[src/design/rtcdc_pkg.sv]
// ----------------------------------------------------------------------------
// rtcdc_pkg : shared types and helpers for the rtc date/time check and pack
// beat structs, calendar constants, bcd and weekday helper functions
// ----------------------------------------------------------------------------
package rtcdc_pkg;

    localparam logic [13:0] YEAR_MIN        = 14'd2000;
    localparam logic [13:0] YEAR_MAX        = 14'd2099;
    localparam logic [13:0] TWO_DIGIT_LIMIT = 14'd100;
    localparam logic [4:0]  FEB_LEAP_DAYS   = 5'd29;
    localparam logic [4:0]  HOUR_MAX        = 5'd23;
    localparam logic [5:0]  MINSEC_MAX      = 6'd59;
    localparam logic [3:0]  MONTH_MAX       = 4'd12;
    localparam logic [6:0]  CENTURY_BCD     = 7'h20;
    localparam logic [2:0]  WEEKDAY_MOD     = 3'd7;

    typedef struct packed {
        logic [13:0] year_in;
        logic [3:0]  month_in;
        logic [4:0]  day_in;
        logic [4:0]  hour_in;
        logic [5:0]  minute_in;
        logic [5:0]  second_in;
    } t_rtcdc_in;

    typedef struct packed {
        logic        status;
        logic [21:0] time_word;
        logic [29:0] calendar_word;
        logic [2:0]  weekday;
    } t_rtcdc_out;

    // binary 0..99 to two bcd digits
    function automatic logic [7:0] to_bcd(input logic [6:0] v);
        logic [3:0] tens;
        logic [6:0] ones;
        tens = 4'd0;
        for (int k = 1; k <= 9; k++) begin
            if (v >= 7'(k * 10)) begin
                tens = 4'(k);
            end
        end
        ones = v - 7'(tens) * 7'd10;
        return {tens, ones[3:0]};
    endfunction

    // month length, zero for a month code outside 1..12
    function automatic logic [4:0] month_days(input logic [3:0] m, input logic leap);
        logic [4:0] d;
        unique case (m)
            4'd1, 4'd3, 4'd5, 4'd7, 4'd8, 4'd10, 4'd12: d = 5'd31;
            4'd4, 4'd6, 4'd9, 4'd11:                     d = 5'd30;
            4'd2:    d = leap ? FEB_LEAP_DAYS : 5'd28;
            default: d = 5'd0;
        endcase
        return d;
    endfunction

    // month contribution to the weekday sum, mod 7, with the year offset folded in
    function automatic logic [2:0] month_term(input logic [3:0] m);
        logic [2:0] t;
        unique case (m)
            4'd1:    t = 3'd1;
            4'd2:    t = 3'd4;
            4'd3:    t = 3'd3;
            4'd4:    t = 3'd6;
            4'd5:    t = 3'd1;
            4'd6:    t = 3'd4;
            4'd7:    t = 3'd6;
            4'd8:    t = 3'd2;
            4'd9:    t = 3'd5;
            4'd10:   t = 3'd0;
            4'd11:   t = 3'd3;
            4'd12:   t = 3'd5;
            default: t = 3'd0;
        endcase
        return t;
    endfunction

    // x mod 7 by folding base-8 digits (8 = 1 mod 7)
    function automatic logic [2:0] mod7(input logic [7:0] x);
        logic [5:0] s1;
        logic [3:0] s2;
        logic [2:0] s3;
        s1 = 6'(x[7:3]) + 6'(x[2:0]);
        s2 = 4'(s1[5:3]) + 4'(s1[2:0]);
        s3 = 3'(s2[3]) + s2[2:0];
        return (s3 == WEEKDAY_MOD) ? 3'd0 : s3;
    endfunction

endpackage

[src/design/rtcdc_eval.sv]
// ----------------------------------------------------------------------------
// rtcdc_eval : date/time validation, weekday and bcd packing
// single-pass combinational evaluation of one registered beat
// ----------------------------------------------------------------------------
module rtcdc_eval (
    input  rtcdc_pkg::t_rtcdc_in  i_item,
    output rtcdc_pkg::t_rtcdc_out o_result
);

    logic       two_digit;
    logic       in_window;
    logic       year_ok;
    logic [6:0] yy;
    logic       leap;
    logic [4:0] mdays;
    logic       month_ok;
    logic       day_ok;
    logic       time_ok;
    logic       early;
    logic [6:0] u;
    logic [7:0] wsum;
    logic [2:0] wd;
    logic       ok;
    logic [7:0] sec_bcd;
    logic [7:0] min_bcd;
    logic [7:0] hour_bcd;
    logic [7:0] mon_bcd;
    logic [7:0] day_bcd;
    logic [7:0] yy_bcd;

    always_comb begin
        two_digit = i_item.year_in < rtcdc_pkg::TWO_DIGIT_LIMIT;
        in_window = (i_item.year_in >= rtcdc_pkg::YEAR_MIN)
                    && (i_item.year_in <= rtcdc_pkg::YEAR_MAX);
        year_ok   = two_digit || in_window;
        yy        = two_digit ? i_item.year_in[6:0]
                              : 7'(i_item.year_in - rtcdc_pkg::YEAR_MIN);

        // within 2000..2099 only the divisible-by-4 rule matters (2000 is a leap year)
        leap      = (yy[1:0] == 2'd0);
        mdays     = rtcdc_pkg::month_days(i_item.month_in, leap);
        month_ok  = (i_item.month_in != 4'd0) && (i_item.month_in <= rtcdc_pkg::MONTH_MAX);
        day_ok    = (i_item.day_in != 5'd0) && (i_item.day_in <= mdays);
        time_ok   = (i_item.hour_in <= rtcdc_pkg::HOUR_MAX)
                    && (i_item.minute_in <= rtcdc_pkg::MINSEC_MAX)
                    && (i_item.second_in <= rtcdc_pkg::MINSEC_MAX);
        ok        = year_ok && month_ok && day_ok && time_ok;

        // january and february count in the previous year; u is that year offset plus 4
        early     = (i_item.month_in <= 4'd2);
        u         = yy + (early ? 7'd3 : 7'd4);
        wsum      = 8'(i_item.day_in) + 8'(rtcdc_pkg::month_term(i_item.month_in))
                    + 8'(u) + 8'(u[6:2]);
        wd        = rtcdc_pkg::mod7(wsum) + 3'd1;

        sec_bcd   = rtcdc_pkg::to_bcd(7'(i_item.second_in));
        min_bcd   = rtcdc_pkg::to_bcd(7'(i_item.minute_in));
        hour_bcd  = rtcdc_pkg::to_bcd(7'(i_item.hour_in));
        mon_bcd   = rtcdc_pkg::to_bcd(7'(i_item.month_in));
        day_bcd   = rtcdc_pkg::to_bcd(7'(i_item.day_in));
        yy_bcd    = rtcdc_pkg::to_bcd(yy);

        if (ok) begin
            o_result.status        = 1'b0;
            o_result.weekday       = wd;
            o_result.time_word     = {hour_bcd[5:0], 1'b0,
                                      min_bcd[6:0], 1'b0,
                                      sec_bcd[6:0]};
            o_result.calendar_word = {day_bcd[5:0],
                                      wd,
                                      mon_bcd[4:0],
                                      yy_bcd,
                                      1'b0,
                                      rtcdc_pkg::CENTURY_BCD};
        end else begin
            o_result.status        = 1'b1;
            o_result.weekday       = 3'd0;
            o_result.time_word     = 22'd0;
            o_result.calendar_word = 30'd0;
        end
    end

endmodule

[src/design/rtc_datetime_check_and_pack_unit.sv]
// ----------------------------------------------------------------------------
// rtc_datetime_check_and_pack_unit : rtc date/time check and register pack
// validates a date and time, derives the weekday and packs bcd rtc words
// ----------------------------------------------------------------------------
// an accepted input beat goes through the input register, eval and the result register to the output
// throughput: one beat per cycle while the output is not stalled, set by that register path
// a stalled output holds both stages; the input is stalled only when both are full
// and the output is stalled
// reset: synchronous active-low i_rst_n clears both stage valid flags, payloads are not reset
// ----------------------------------------------------------------------------
module rtc_datetime_check_and_pack_unit (
    input  logic                  i_clk,
    input  logic                  i_rst_n,
    input  logic                  i_in_valid,
    output logic                  o_in_stall,
    input  rtcdc_pkg::t_rtcdc_in  i_in_data,
    output logic                  o_out_valid,
    input  logic                  i_out_stall,
    output rtcdc_pkg::t_rtcdc_out o_out_data
);

    // stage 1: input register
    logic                  r_s1_vld;
    rtcdc_pkg::t_rtcdc_in  r_s1_data;
    // stage 2: result register
    logic                  r_out_vld;
    rtcdc_pkg::t_rtcdc_out r_out_data;

    rtcdc_pkg::t_rtcdc_out eval_result;
    logic                  s2_advance;
    logic                  s1_load;

    // result register moves when it is empty or its beat is being taken
    assign s2_advance = !(r_out_vld && i_out_stall);
    // input register takes a new beat when empty or when it is moving on
    assign s1_load    = !r_s1_vld || s2_advance;
    assign o_in_stall = !s1_load;

    always_ff @(posedge i_clk) begin
        if (!i_rst_n) begin
            r_s1_vld <= 1'b0;
        end else if (s1_load) begin
            r_s1_vld <= i_in_valid;
        end
    end

    always_ff @(posedge i_clk) begin
        if (s1_load && i_in_valid) begin
            r_s1_data <= i_in_data;
        end
    end

    rtcdc_eval u_eval (
        .i_item   (r_s1_data),
        .o_result (eval_result)
    );

    always_ff @(posedge i_clk) begin
        if (!i_rst_n) begin
            r_out_vld <= 1'b0;
        end else if (s2_advance) begin
            r_out_vld <= r_s1_vld;
        end
    end

    always_ff @(posedge i_clk) begin
        if (s2_advance && r_s1_vld) begin
            r_out_data <= eval_result;
        end
    end

    assign o_out_valid = r_out_vld;
    assign o_out_data  = r_out_data;

    // error beats carry all-zero words
    a_err_zero : assert property (@(posedge i_clk) disable iff (!i_rst_n)
        (r_out_vld && r_out_data.status) |->
            (r_out_data.time_word == 22'd0) && (r_out_data.calendar_word == 30'd0)
            && (r_out_data.weekday == 3'd0))
        else $error("error beat with nonzero words");

    // good beats carry a weekday 1..7 that matches the calendar word field
    a_wd_consistent : assert property (@(posedge i_clk) disable iff (!i_rst_n)
        (r_out_vld && !r_out_data.status) |->
            (r_out_data.weekday != 3'd0)
            && (r_out_data.calendar_word[23:21] == r_out_data.weekday))
        else $error("weekday out of range or not packed");

    // good beats always carry century 20
    a_century : assert property (@(posedge i_clk) disable iff (!i_rst_n)
        (r_out_vld && !r_out_data.status) |->
            (r_out_data.calendar_word[6:0] == rtcdc_pkg::CENTURY_BCD))
        else $error("century field wrong");

    // input register never drops a beat while the output is stalled
    a_no_drop : assert property (@(posedge i_clk) disable iff (!i_rst_n)
        (r_s1_vld && r_out_vld && i_out_stall) |=> r_s1_vld)
        else $error("stage 1 beat lost under output stall");

endmodule
[config.mk]
export PLATFORM = sky130hd
export DESIGN_NAME = rtc_datetime_check_and_pack_unit
export DESIGN_NICKNAME = d
export VERILOG_FILES = /design/src/design/rtcdc_pkg.sv /design/src/design/rtcdc_eval.sv /design/src/design/rtc_datetime_check_and_pack_unit.sv
export SDC_FILE = /design/constraint.sdc
export NUM_CORES = 1
export LEC_CHECK = 0
export BUFFER_PORTS_ARGS = -buffer_cell sky130_fd_sc_hd__buf_2
export CORE_MARGIN = 5
export CORE_UTILIZATION = 61
export CTS_CLUSTER_SIZE = 30
export DETAILED_ROUTE_END_ITERATION = 12
export GPL_ROUTABILITY_DRIVEN = 0
export PLACE_DENSITY = 0.87
export SYNTH_ARGS = -nofsm -noshare
export SYNTH_HDL_FRONTEND = slang
export SYNTH_HIERARCHICAL = 1
export SYNTH_SLANG_ARGS = --single-unit
[constraint.sdc]
create_clock -name i_clk -period 17.4 [get_ports i_clk]
set_input_delay 0.87 -clock i_clk [delete_from_list [all_inputs] [get_ports i_clk]]
set_output_delay 0.87 -clock i_clk [all_outputs]
set_load 0.1 [all_outputs]
=== Yosys cells after proc, flatten, opt, wreduce, memory -nomap -nowiden ===
Memories as Yosys holds them, arrays and structs flattened. A register that Yosys moved wholly into a read port is not among the register bits.
Cells that the tools add are included.

* Muxes and demuxes: 48
* $add $sub $neg: 15
* Equal/unequal tests: 13
* Reductions and logical operators: 21
* Magnitude comparators: 50
* $mul: 6

{| class="wikitable"
|+ Operators with widths
! operator !! count
|-
| $mux 56 || 1
|-
| $mux 3 || 17
|-
| $mux 4 || 11
|-
| $ge 5x7->1 const B || 6
|-
| $ge 6x7->1 const B || 6
|-
| $ge 6x6->1 const B || 6
|-
| $ge 6x5->1 const B || 4
|-
| $sub 4x4->4 || 6
|-
| $ge 7x6->1 const B || 3
|-
| $ge 7x7->1 const B || 3
|-
| $eq 4x4->1 const B || 5
|-
| $ge 5x5->1 const B || 4
|-
| $mul 4x3->3 const B || 5
|-
| $mux 2 || 10
|-
| $eq 4x3->1 const B || 4
|-
| $pmux 5 s3 || 1
|-
| $ge 14x11->1 const B || 1
|-
| $ge 7x5->1 const B || 2
|-
| $le 14x12->1 const B || 1
|-
| $lt 14x7->1 const B || 1
|-
| $add 5x3->6 || 2
|-
| $ge 6x4->1 const B || 2
|-
| $le 6x6->1 const B || 2
|-
| $logic_and 1x1->1 || 11
|-
| 28 further kinds || 39
|}

* Bits in registers: 98
* Bits in read-only memories: 48
* Word-level logic and storage cells: 168
* Output and inout bits: 58
* Bits of input ports: 44
* Memories kept: 1

{| class="wikitable"
|+ Memory list
! name !! words !! bits a word !! rd ports !! clocked after Yosys merged registers in !! write ports !! RTL line !! text
|-
| (no name shown) || 16 || 3 || 1 || 1 || 0 || rtcdc_pkg.sv:62 || <nowiki>unique case (m)</nowiki>
|}

=== Logic depth before layout (Yosys ltp) ===
* Depth after elaboration: 15
* Depth in mapped cells: 32

=== By module ===
The synthesis kept the hierarchy.

{| class="wikitable"
|+ Modules (own cells, without submodules)
! module !! area an instance (sq um) !! times used !! cells an instance
|-
| rtc_datetime_check_and_pack_unit || 2966.6 || 1 || 104
|-
| rtcdc_eval || 2808.9 || 1 || 396
|}

=== Worst setup path before layout ===
OpenSTA, ideal clock, no wires.

* Path kind: register to register
* From: reg r_s1_data[24] (netlist bit)
* To: reg r_out_data, in the netlist o_out_data[26] (data pin)
* Stages on the path, launching flop included: 33
* Arrival time: 6350 ps
* Path slack: 10799 ps
* Period minus slack after synthesis: 6601 ps
* Path buffers: 2
* Path through: edfxtp_1 clkbuf_1 nor2_1 and2_1 ha_1 a21o_1 a21oi_1 xnor2_1 inv_1 fa_1 fa_1 inv_1 ha_1 fa_1 a21oi_1 nor2_1 nor2_1 xnor2_1 ha_1 nor2b_1 o21ai_0 xor2_1 ha_1 a21o_1 a21o_1 ha_1 ha_1 xnor2_1 xnor2_1 nor2_1 a21oi_1 nor2_1 buf_4

* Longest elaborated chain between the ends: 11
* Elaborated cells between the ends (all ways): 34
* Classes of those cells: add/sub (7); order compare (3); eq/ne (13); mux (3); reduce/logical (8)

{| class="wikitable"
|+ Ends and longest elaborated chain
! element !! RTL line !! text
|-
| start, declared || rtc_datetime_check_and_pack_unit.sv:24 || <nowiki>rtcdc_pkg::t_rtcdc_in r_s1_data;</nowiki>
|-
| start signal, assigned || rtc_datetime_check_and_pack_unit.sv:49 || <nowiki>r_s1_data <= i_in_data;</nowiki>
|-
| $le 4x2->1 || rtcdc_eval.sv:50 || <nowiki>early = (i_item.month_in <= 4'd2);</nowiki>
|-
| $mux 3 || rtcdc_eval.sv:51 || <nowiki>u = yy + (early ? 7'd3 : 7'd4);</nowiki>
|-
| $add 7x3->7 || rtcdc_eval.sv:51 ||
|-
| $add 8x7->8 || rtcdc_eval.sv:53 || <nowiki>+ 8'(u) + 8'(u[6:2]);</nowiki>
|-
| $add 8x5->8 || rtcdc_eval.sv:53 ||
|-
| $add 5x3->6 || rtcdc_pkg.sv:85 || <nowiki>s1 = 6'(x[7:3]) + 6'(x[2:0]);</nowiki>
|-
| $add 3x3->4 || rtcdc_pkg.sv:86 || <nowiki>s2 = 4'(s1[5:3]) + 4'(s1[2:0]);</nowiki>
|-
| $add 1x3->3 || rtcdc_pkg.sv:87 || <nowiki>s3 = 3'(s2[3]) + s2[2:0];</nowiki>
|-
| $eq 3x3->1 || rtcdc_pkg.sv:88 || <nowiki>return (s3 == WEEKDAY_MOD) ? 3'd0 : s3;</nowiki>
|-
| $mux 3 || rtcdc_pkg.sv:88 ||
|-
| $add 3x1->3 || rtcdc_eval.sv:54 || <nowiki>wd = rtcdc_pkg::mod7(wsum) + 3'd1;</nowiki>
|-
| end signal, assigned || rtc_datetime_check_and_pack_unit.sv:68 || <nowiki>r_out_data <= eval_result;</nowiki>
|-
| end, declared || rtc_datetime_check_and_pack_unit.sv:27 || <nowiki>rtcdc_pkg::t_rtcdc_out r_out_data;</nowiki>
|}

Parallel ways exist; a longest one is shown, timed or not.
A chain may end at the register's enable or synchronous reset.

=== Worst setup path in the final report ===
* From: reg r_s1_data[30] (netlist bit)
* To: reg r_out_data, in the netlist o_out_data[26] (data pin)

* Longest elaborated chain between the ends: 11
* Elaborated cells between the ends (all ways): 24
* Classes of those cells: add/sub (8); order compare (4); eq/ne (1); mux (4); reduce/logical (7)

{| class="wikitable"
|+ Ends and longest elaborated chain
! element !! RTL line !! text
|-
| $lt 14x7->1 / $sub 7x7->7 (equally long branches) || rtcdc_eval.sv:32, rtcdc_eval.sv:37 ||
|-
| $mux 7 || rtcdc_eval.sv:36 || <nowiki>yy = two_digit ? i_item.year_in[6:0]</nowiki>
|-
| $add 7x3->7 || rtcdc_eval.sv:51 ||
|-
| $add 8x7->8 || rtcdc_eval.sv:53 ||
|-
| $add 8x5->8 || rtcdc_eval.sv:53 ||
|-
| $add 5x3->6 || rtcdc_pkg.sv:85 ||
|-
| $add 3x3->4 || rtcdc_pkg.sv:86 ||
|-
| $add 1x3->3 || rtcdc_pkg.sv:87 ||
|-
| $eq 3x3->1 || rtcdc_pkg.sv:88 ||
|-
| $mux 3 || rtcdc_pkg.sv:88 ||
|-
| $add 3x1->3 || rtcdc_eval.sv:54 ||
|}

Parallel ways exist; a longest one is shown, timed or not.

==> metrics.txt <==
# TYPE chip_impl_metric gauge
chip_impl_info{name="run_status",value="finished, final reports clean"} 1
chip_impl_metric{name="post-dp-hpwl",unit="um"} 8430
chip_impl_metric{name="part_of_the_total_power_dissipated_in_combinational_logic",unit="%"} 57.5
chip_impl_metric{name="placed_cell_count",unit=""} 711
chip_impl_metric{name="grt_overflow_total",unit=""} 0
chip_impl_metric{name="yosys.area_share.simple",unit="%"} 12.7
chip_impl_metric{name="clock_sinks",unit=""} 98
chip_impl_metric{name="core.rowCount",unit=""} 35
chip_impl_info{name="synth_top_family_by_area",value="adder cells"} 1
chip_impl_metric{name="fin_crit_sh",unit="%"} 43.1
chip_impl_metric{name="cts.repair_timing.setup_buffer_count",unit=""} 0
chip_impl_info{name="startpoint_types",value="flop"} 1
chip_impl_metric{name="post_synth_mux_area_share",unit="%"} 1.82
chip_impl_info{name="holdCritPathClass",value="flop to flop"} 1
chip_impl_info{name="post-synth-top-count-cell",value="edfxtp_1"} 1
chip_impl_metric{name="holdBufCountCts",unit=""} 0
chip_impl_metric{name="clk_pin_slew",unit="ns"} 0.10
chip_impl_metric{name="post_synth_inst_count",unit=""} 500
chip_impl_metric{name="yosys.area_share.xor_xnor",unit="%"} 3.34
chip_impl_metric{name="grt.met2_usage",unit="%"} 35.1
chip_impl_metric{name="nNetsFinal",unit=""} 695
chip_impl_metric{name="highest_net_fanout_along_the_worst_path",unit=""} 14
chip_impl_metric{name="power_leakage",unit="uW"} 0.00268
chip_impl_metric{name="post_layout_nonfiller_instances",unit=""} 727
chip_impl_info{name="synth_area_leader_cell",value="edfxtp_1"} 1
chip_impl_metric{name="grt_util_met3",unit="%"} 4.56
chip_impl_metric{name="cap_viol_max_count",unit=""} 0
chip_impl_metric{name="flow.area_growth_from_synthesis",unit="%"} 12.6
chip_impl_metric{name="post_synth_instance_area",unit="um^2"} 5780
chip_impl_metric{name="p_clk_share",unit="%"} 13.8
chip_impl_metric{name="whs_path_depth",unit=""} 1
chip_impl_metric{name="total_power_divided_by_cell_area",unit="nW/um^2"} 152
chip_impl_metric{name="timing.critical_path.required",unit="ns"} 17.49
chip_impl_metric{name="post_cts_resize_count",unit=""} 0
chip_impl_metric{name="internal_power",unit="uW"} 561
chip_impl_metric{name="yosys.area_share.adder",unit="%"} 14.8
chip_impl_metric{name="grt_pass1_wl",unit="um"} 18100
chip_impl_metric{name="number_of_drc_violations_after_detailed_routing_iteration_0",unit=""} 273
chip_impl_info{name="worstReg2RegEnd",value="o_out_data[26]"} 1
chip_impl_metric{name="clock_latency",unit="ns"} 0.36
chip_impl_info{name="grt_setup_unrepaired",value="false"} 1
chip_impl_metric{name="finalSetupViolCount",unit=""} 0
chip_impl_metric{name="synth_compound_area_share",unit="%"} 10.6
chip_impl_metric{name="share_seq_of_total_power",unit="%"} 28.6
chip_impl_metric{name="groute.layer.met1.usage",unit="%"} 23.5
chip_impl_metric{name="track_usage",unit="%"} 19.9
chip_impl_info{name="setup.worst_path.end_class",value="flop"} 1
chip_impl_metric{name="drv_slew",unit=""} 0
chip_impl_info{name="worst_r2r_startpoint",value="r_s1_data[30]"} 1
chip_impl_metric{name="reg2reg_setup_slack",unit="ns"} 9.90
chip_impl_info{name="synth_area_leaders",value="edfxtp_1 50%, ha_1 9.1%, fa_1 5.5%, nor2_1 3.6%, inv_1 2.7%"} 1
chip_impl_metric{name="maxClockFrequency",unit="GHz"} 0.133
chip_impl_info{name="gr-max-usage-layer",value="met2"} 1
chip_impl_metric{name="die_x",unit="um"} 107
chip_impl_metric{name="vias_per_cell",unit=""} 5.61
chip_impl_metric{name="totalNegativeSetupSlack",unit="ns"} 0
chip_impl_metric{name="antenna_cells",unit=""} 0
chip_impl_metric{name="post-route-min-period",unit="ns"} 7.50
chip_impl_metric{name="drt_pre_antenna_iters",unit=""} 5
chip_impl_metric{name="postSynth.asyncResetShare",unit="%"} 0
chip_impl_metric{name="power_switching",unit="uW"} 427
chip_impl_metric{name="vias",unit=""} 4075
chip_impl_info{name="commonest_cells_in_the_synthesized_netlist",value="96 x edfxtp_1, 55 x nor2_1, 42 x ha_1, 42 x inv_1, 25 x a21oi_1"} 1
chip_impl_metric{name="die-height",unit="um"} 107
chip_impl_metric{name="layout_fillers",unit=""} 666
chip_impl_metric{name="dr_wl_cell",unit="um"} 15.6
chip_impl_metric{name="r2r_cells",unit=""} 29
chip_impl_metric{name="ir_drop",unit="V"} 0.000110
chip_impl_metric{name="timing.slew.headroom",unit="%"} 24.8
chip_impl_metric{name="route.final.wire_length",unit="um"} 11400
chip_impl_metric{name="grt_pass1_vias",unit=""} 3932
chip_impl_info{name="dominant_register_cell_in_the_synthesized_netlist",value="edfxtp_1"} 1
chip_impl_info{name="clock_tree.root_cell",value="clkbuf_8"} 1
chip_impl_metric{name="finish.instance_area",unit="um^2"} 6500
chip_impl_metric{name="io_pins",unit=""} 102
chip_impl_metric{name="worstPathArrival",unit="ns"} 7.59
chip_impl_info{name="timing_worst_setup_path_type",value="flop to flop"} 1
chip_impl_metric{name="seq_area_frac_synth",unit="%"} 50.6
chip_impl_metric{name="worst_pin_slew",unit="ns"} 1.13
chip_impl_metric{name="final_hold_viol_count",unit=""} 0
chip_impl_metric{name="synthesis.area_per_instance",unit="um^2"} 11.6
chip_impl_metric{name="clock_path_buffers",unit=""} 2
chip_impl_metric{name="finalClockSkew",unit="ns"} 0.0144
chip_impl_metric{name="drt_drc_violations_left",unit=""} 0
chip_impl_metric{name="grt_start_max_net_pins",unit=""} 57
chip_impl_metric{name="antenna_found_initial",unit=""} 0
chip_impl_metric{name="power.share.switching",unit="%"} 43.2
chip_impl_metric{name="coreArea",unit="um^2"} 9240
chip_impl_metric{name="synth_seq_cells",unit=""} 98
chip_impl_metric{name="yosysWarnings",unit=""} 6
chip_impl_metric{name="multi_input_area",unit="um^2"} 2550
chip_impl_metric{name="post_synth_num_cell_types",unit=""} 58
chip_impl_metric{name="drtAntennaViolNets",unit=""} 0
chip_impl_metric{name="number_of_enable_flip_flop_cells_after_synthesis",unit=""} 96
chip_impl_metric{name="placement.io_buffers",unit=""} 101
chip_impl_metric{name="post_route_cells_drive_above_1_share",unit="%"} 21.9
chip_impl_info{name="tritoncts",value="built"} 1
chip_impl_metric{name="yosysTopAreaCellShare",unit="%"} 49.9
chip_impl_metric{name="tritoncts.num_buffers",unit=""} 9
chip_impl_info{name="crit_slowest_cell",value="edfxtp_1"} 1
chip_impl_info{name="hold-path-endpoint",value="o_out_data[41]"} 1
chip_impl_metric{name="design.die.area",unit="um^2"} 11500
chip_impl_metric{name="final-seq-area",unit="um^2"} 2920
chip_impl_metric{name="max_stage_delay",unit="ns"} 0.66
chip_impl_metric{name="placement.cell_area",unit="um^2"} 6320
chip_impl_metric{name="initial_utilization",unit="%"} 62.5
chip_impl_metric{name="h-tree-depth",unit=""} 3
chip_impl_info{name="holdCritStartpoint",value="r_s1_data[6]"} 1
cell type report:
type | instances | area share, %
clock buffers | 9 | 1.90
inverters | 43 | 2.48
multi-input cells | 338 | 39.3
well taps | 129 | 2.48
flip-flops and latches | 98 | 44.9
clock inverters | 7 | 0.923
repair buffers | 103 | 8.00
layout by cell type, fill, tap and decap left out, types with 6 or more instances in the layout:
cell      instances
o21ai_0          21
xor2_1            7
mux2i_1           6
and2_1           10
nand2_1          22
inv_1            42
conb_1            9
ha_1             42
nand4_1           7
xnor2_1          15
o211ai_1          9
nor2_1           55
buf_2           101
nor2b_1          19
fa_1             16
edfxtp_1         96
clkbuf_8          9
a21oi_1          25
nand3_1           6
a21o_1            6
sequential cells by signal (all words and copies together), names as in the netlist:
| register | cells |
|---|---|
| o_out_valid | 1 |
| r_s1_data | 40 |
| r_s1_vld | 1 |
| o_out_data | 56 |
per-layer routing:
metal  share of wire [%]  up-vias
met5                   0        -
met4                 2.9        0
met3                 7.0       39
met2                  50      200
met1                  40     1886
li1                    -     1950
stage by stage:
stage / utilization [%] / setup slack, ns / hold slack, ns / power (uW)
2_1_floorplan: - / 10.80 / 0.475 / 734
3_3_place_gp: 68.4 / 10.48 / 0.497 / 800
3_5_place_dp: 68.4 / 9.99 / 0.511 / 845
4_1_cts: 70.4 / 9.98 / 0.534 / 986
5_1_grt: 70.4 / 9.30 / 0.540 / 1070
6_report: 70.4 / 9.90 / 0.531 / 988
power by group through the flow:
stage          Clock (uW)  Sequential, uW  Combinational (uW)
3_3_place_gp            0             288                 513
6_report              137             283                 569
3_5_place_dp            0             288                 557
5_1_grt               150             285                 631
4_1_cts               140             283                 562
2_1_floorplan           0             334                 400
worst max-delay path by stage:
stage / startpoint / end / cells after the start
2_1_floorplan: r_s1_data[24] / o_out_data[26] / 32
3_3_place_gp: r_s1_data[30] / o_out_data[26] / 29
3_5_place_dp: r_s1_data[30] / o_out_data[26] / 29
4_1_cts: r_s1_data[30] / o_out_data[26] / 29
5_1_grt: r_s1_data[30] / o_out_data[26] / 29
6_report: r_s1_data[30] / o_out_data[26] / 29
worst max-delay path, delay by kind of cell, from the launching register on:
family                     cells  cell delay, ns
and+or+nand+nor                4            0.89
xor gates and xnor gates       6            1.25
DFF                            1            0.66
adders and majority gates      8            2.76
buffers and inverters          4            0.59
AOI/OAI and AO/OA              7            1.09
kinds of logic after synthesis:
kind of cell,count (synthesis)
buf+inv,72
xor+xnor,22
compound gates,93
simple gates,145
other cells,1
flops,98
fa+ha+maj,59
mux,10
(Power assumes the default switching activity.)
